$ cat src/design/sacl_pkg.sv
// Shared types and constants of the set-associative cache tag store.
// Used by the controller, the datapath and the top level.
package sacl_pkg;

  localparam int PHYS_ADDR_W = 48;
  localparam int CNT_W       = 32;

  // Request codes
  localparam logic [1:0] REQ_READ  = 2'd0;
  localparam logic [1:0] REQ_WRITE = 2'd1;
  localparam logic [1:0] REQ_FLUSH = 2'd2;
  localparam logic [1:0] REQ_CLEAR = 2'd3;

  // Configuration register indexes
  localparam logic [1:0] CFG_BLOCK_OFFSET = 2'd0;
  localparam logic [1:0] CFG_SET_BITS     = 2'd1;
  localparam logic [1:0] CFG_WAYS         = 2'd2;

  typedef struct packed {
    logic [1:0]             req_type;
    logic [PHYS_ADDR_W-1:0] phys_addr;
  } req_t;

  typedef struct packed {
    logic             was_hit;
    logic [2:0]       way_used;
    logic [9:0]       set_used;
    logic [CNT_W-1:0] read_total;
    logic [CNT_W-1:0] read_misses;
    logic [CNT_W-1:0] write_total;
    logic [CNT_W-1:0] write_misses;
  } rsp_t;

  // Controller to datapath
  typedef struct packed {
    logic accept;
    logic finish;
    logic sweep_wr;
  } cmd_t;

  // Datapath to controller
  typedef struct packed {
    logic flush_req;
    logic sweep_last;
    logic out_hold;
  } sts_t;

endpackage

$ cat src/design/sacl_ctrl.sv
// Sequencing controller of the cache tag store: clearing sweep, accept, lookup.
// Depends on sacl_pkg for command and status types.
module sacl_ctrl (
  input  logic          clk,
  input  logic          rst,
  input  logic          in_valid,
  output logic          in_stall,
  input  sacl_pkg::sts_t sts,
  output sacl_pkg::cmd_t cmd
);
  import sacl_pkg::*;

  localparam logic [1:0] ST_SWEEP = 2'd0;
  localparam logic [1:0] ST_IDLE  = 2'd1;
  localparam logic [1:0] ST_CMP   = 2'd2;

  logic [1:0] state;
  logic [1:0] state_next;

  // Next state and commands
  always_comb begin
    state_next   = state;
    cmd          = '0;
    in_stall     = 1'b1;
    unique case (state)
      ST_SWEEP: begin
        cmd.sweep_wr = 1'b1;
        if (sts.sweep_last) begin
          state_next = ST_IDLE;
        end
      end
      ST_IDLE: begin
        in_stall   = 1'b0;
        cmd.accept = in_valid;
        if (in_valid) begin
          state_next = ST_CMP;
        end
      end
      ST_CMP: begin
        if (!sts.out_hold) begin
          cmd.finish = 1'b1;
          state_next = sts.flush_req ? ST_SWEEP : ST_IDLE;
        end
      end
      default: begin
        state_next = ST_SWEEP;
      end
    endcase
  end

  // State register; reset starts a clearing sweep
  always_ff @(posedge clk) begin
    if (rst) begin
      state <= ST_SWEEP;
    end else begin
      state <= state_next;
    end
  end

`ifndef ASSERT_OFF
  a_accept_to_cmp: assert property (@(posedge clk) disable iff (rst)
    cmd.accept |=> state == ST_CMP) else $error("accept did not start lookup");
  a_finish_free: assert property (@(posedge clk) disable iff (rst)
    cmd.finish |-> !sts.out_hold) else $error("result written over a held one");
  a_flush_sweep: assert property (@(posedge clk) disable iff (rst)
    (cmd.finish && sts.flush_req) |=> state == ST_SWEEP) else $error("flush skipped sweep");
  a_sweep_stall: assert property (@(posedge clk) disable iff (rst)
    cmd.sweep_wr |-> in_stall) else $error("input taken during sweep");
`endif

endmodule

$ cat config.mk
export PLATFORM = sky130hd
export DESIGN_NAME = sacl_ctrl
export DESIGN_NICKNAME = d
export VERILOG_FILES = /design/src/design/sacl_pkg.sv /design/src/design/sacl_ctrl.sv
export SDC_FILE = /design/constraint.sdc
export NUM_CORES = 1
export LEC_CHECK = 0
export BUFFER_PORTS_ARGS = -buffer_cell sky130_fd_sc_hd__buf_2
export CORE_AREA = 2 2 39 41
export CTS_BUF_LIST = sky130_fd_sc_hd__clkbuf_2
export DETAILED_ROUTE_END_ITERATION = 12
export DIE_AREA = 0 0 41 43
export REMOVE_ABC_BUFFERS = 1
export SETUP_SLACK_MARGIN = 0.05
export SYNTH_ARGS = -nofsm -noshare
export SYNTH_HDL_FRONTEND = slang
export SYNTH_SLANG_ARGS = --single-unit
$ cat constraint.sdc
create_clock -name clk -period 1 [get_ports clk]
set_input_delay 0.15 -clock clk [delete_from_list [all_inputs] [get_ports clk]]
set_output_delay 0.15 -clock clk [all_outputs]
set_load 0.05 [all_outputs]
; Word-level counts from Yosys, hierarchy flattened
; Cells that the tools add are included.
[totals]
reg_bits = 2
in_bits = 6
wordCells = 18
[classes]
eq_ne = 5
mux = 10
reduce_logical = 2
[ops]
columns = operator, count
row1 = 1-bit 2-to-1 mux, 6
row2 = 2-bit 2-to-1 mux, 3
row3 = "2-bit != test, second input constant", 3
row4 = 2-bit case mux with 3 select lines, 1
row5 = 3-bit AND reduction, 1
row6 = "2-bit by 1-bit == test with 1-bit output, second input constant", 1
row7 = "2-bit == test, second input constant", 1
row8 = 2-bit logical NOT, 1

; Logic depth before layout (Yosys ltp)
[logic_depth]
depth_word = 3
mapped_depth = 2
mapped_depth_nobuf = 2

; Worst setup path after synthesis
; No wires, ideal clock.
[synth_path]
path_kind = register to output
from = register state[1]
to = output cmd[1] (netlist name)
t_arrival_ps = 1555
required_ps = 850
slack_ps = -705
stages_incl_launch_ff = 2
path_cell_list = dfxtp_1 nor3b_1
[synth_lines]
columns = item, line
row1 = from (decl), sacl_ctrl.sv:17  ; logic [1:0] state;
row2 = from (signal assigned), sacl_ctrl.sv:56  ; state <= state_next;
row3 = to (decl), sacl_ctrl.sv:9  ; output sacl_pkg::cmd_t cmd

==> impl_metrics.py <==
metrics = {
    "synthesis": {
        "synthTopCellsByCount": "2 x and3b_1, 2 x dfxtp_1, 2 x nor3b_1",
        "syn_avg_cell_area_um2": 8.85,
        "async_flop_share_pct": 0,
        "muxShareOfSynthArea_pct": 0,
        "yosysSeqAreaShare_pct": 34.8,
        "ys.flop_type": "dfxtp_1",
        "ys_warn_count": 0,
        "synth_cell_types": 10,
        "syn_area_um2": 115,
        "synthDominantCellAreaShare_pct": 34.8,
        "yosys.area_share.xor_xnor_pct": 0,
        "ys_ff_latch": 2,
        "netlist_instances": 13,
        "synth-edff-count": 0,
        "synthTopCellsByArea": "dfxtp_1 35%, and3b_1 15%, nor3b_1 13%",
        "synth_top_area_cell": "dfxtp_1",
        "synth-simple-area-share_pct": 42.4,
        "synth_top_family_by_area": "simple AND/OR/NAND/NOR gates",
        "synthAdderAreaFrac_pct": 0,
        "synth_compound_area_share_pct": 19.6,
    },
    "route": {
        "post_drt_wl_per_cell_um": 8.27,
        "drt_wl_total_um": 364,
        "avgViaCountPerCell": 3.70,
        "drt_iter0_drc": 0,
        "drc_errors": 0,
        "first_pass_iters": 1,
        "ant_nets": 0,
        "vias": 163,
    },
    "placed_design": {
        "dpl.hpwl_um": 268,
        "routabilityCongestion": 0.503,
        "place_ws_ns": 0.00131,
        "io_buffers": 9,
        "dpl_cell_area_um2": 195,
    },
    "status": {
        "status": "finished, violations left",
        "violations": "negative setup slack",
    },
    "finish": {
        "syn2layout_area_growth_pct": 137,
        "max_flop_register": "state",
        "fill_cells": 154,
        "layout-drive-gt1-share_pct": 71.4,
        "largest_reg_flops": 2,
        "antenna_cells": 0,
        "num-nets-final": 36,
        "final_cell_area_um2": 273,
        "reg_top3": "state (2)",
    },
    "setup_path": {
        "slowest_stage": "dfxtp_2",
        "timing.critical_path.buf_inv": 1,
        "slowest_delay_ns": 0.33,
        "crit_required_ns": 0.85,
        "worstSetupPathType": "flip-flop to primary output",
        "path_cells": "and3b_2, buf_8",
        "worstPathArrival_ns": 0.92,
        "path_delay_family": "flip-flops",
        "startpoint_type": "flip-flop",
        "end_kind": "primary output",
        "crit_fanout": 6,
    },
    "grt": {
        "grt_max_degree": 7,
        "grt_antenna_before_repair": 0,
        "grt_pass1_vias": 166,
        "grt_usage_pct": 5.41,
        "grt_overflow": 0,
        "grt_pass1_wl_um": 579,
    },
    "pwr": {
        "peakVddDrop_v": 0.000336,
        "leakagePower_nw": 0.132,
        "p_per_area_mw_per_mm2": 1300,
        "finalPower_uw": 354,
    },
    "timing": {
        "finalCriticalPeriod_ns": 1.07,
        "grt_setup_unrepaired": "true",
        "setup_slack_ns": -0.0712,
        "fin_tns_setup_ns": -0.203,
        "hold_ws_ns": 0.219,
        "finClkSkew_ns": 0.00387,
        "slew_headroom_pct": 87.1,
        "slew_violations": 0,
        "finalCritPeriodShare_pct": 107,
        "worst_slew_pin_slew_ns": 0.193,
        "setup_viol": 4,
        "fmax_mhz": 934,
        "finalHoldViolations": 0,
    },
    "clock_tree": {
        "cts.clk_slew.worst_paths_ns": 0.03,
        "cts.sinks": 2,
        "numCtsBuffers": 3,
        "postCtsHoldBufs": 0,
        "htreeDepth": 1,
        "cts_root_buf": "clkbuf_2",
        "clk-insertion-delay-late_ns": 0.19,
        "cts_tree": "yes",
        "cts_buffer_depth": 2,
    },
    "floorplanning": {
        "die_x_um": 41,
        "die_h_um": 43,
        "core_mm2": 0.00138,
        "die-area_mm2": 0.00176,
        "initial_core_util_pct": 8.32,
        "io_pins": 10,
        "rows": 14,
    },
    "worst_hold_path": {
        "hold_class": "input pin to flip-flop",
    },
    "job": {
        "drv_cap": 0,
    },
}
## worst paths after layout
kind / to / start / depth (start not counted) / slack [ns]
max: cmd[2] / state[1] / 2 / -0.07
min: state[1] / rst / 3 / 0.22
max reg2reg: state[0] / state[1] / 2 / 0.09
min reg2reg: state[0] / state[0] / 1 / 0.56
## through the flow
step | util, % | std cells
after global routing | 19.7 | 44
after CTS | 19.1 | 44
after global placement | 14.1 | 40
after detailed placement | 14.1 | 40
after floorplan | - | 13
final | 19.7 | 44
## worst reg2reg max path, cell delays in order, from the launching register on
cell,delay [ns]
dfxtp_2,0.33
nor3b_1,0.14
o311a_1,0.32
## what timing repair did
action / in CTS / in global routing
resized for setup: 15 / 3
endpoints found under the setup margin: 5 / 4
setup buffers: 1 / 0
pin swaps: 1 / 0
## power by group
part	internal (mW)	switching, mW
Clock	0.0794	0.0416
Combinational	0.0648	0.0720
Sequential	0.0873	0.00847
## routing by layer
layer	track usage, %	vias to the layer above	wire [um]
met4	4.00	0	0
met3	4.71	0	34
met1	5.43	74	170
met2	6.88	9	159
met5	0	-	0
li1	-	80	-
## layout by cell type, fill, tap and decap left out, drive strengths merged
cell / n
buf: 12
and3b: 2
nor2: 1
o21ai: 1
nor2b: 1
o21a: 1
dfxtp: 2
inv: 1
nor3b: 2
o311a: 1
clkbuf: 3
nand2b: 1
## area by class of cell
class	count	area, um2	share of cell area [%]
timing repair buffer	12	104	38.1
multi-input combinational	10	85.1	31.2
sequential	2	45.0	16.5
tap	16	20.0	7.34
clock buffer	3	15.0	5.50
inverter	1	3.75	1.38
## cells by family after synthesis
family | count (synthesis)
AND/OR/NAND/NOR | 7
flip-flops | 2
buffers and inverters | 1
AO/OA/AOI/OAI | 3
Note: power is estimated with default switching activity, not from simulation.
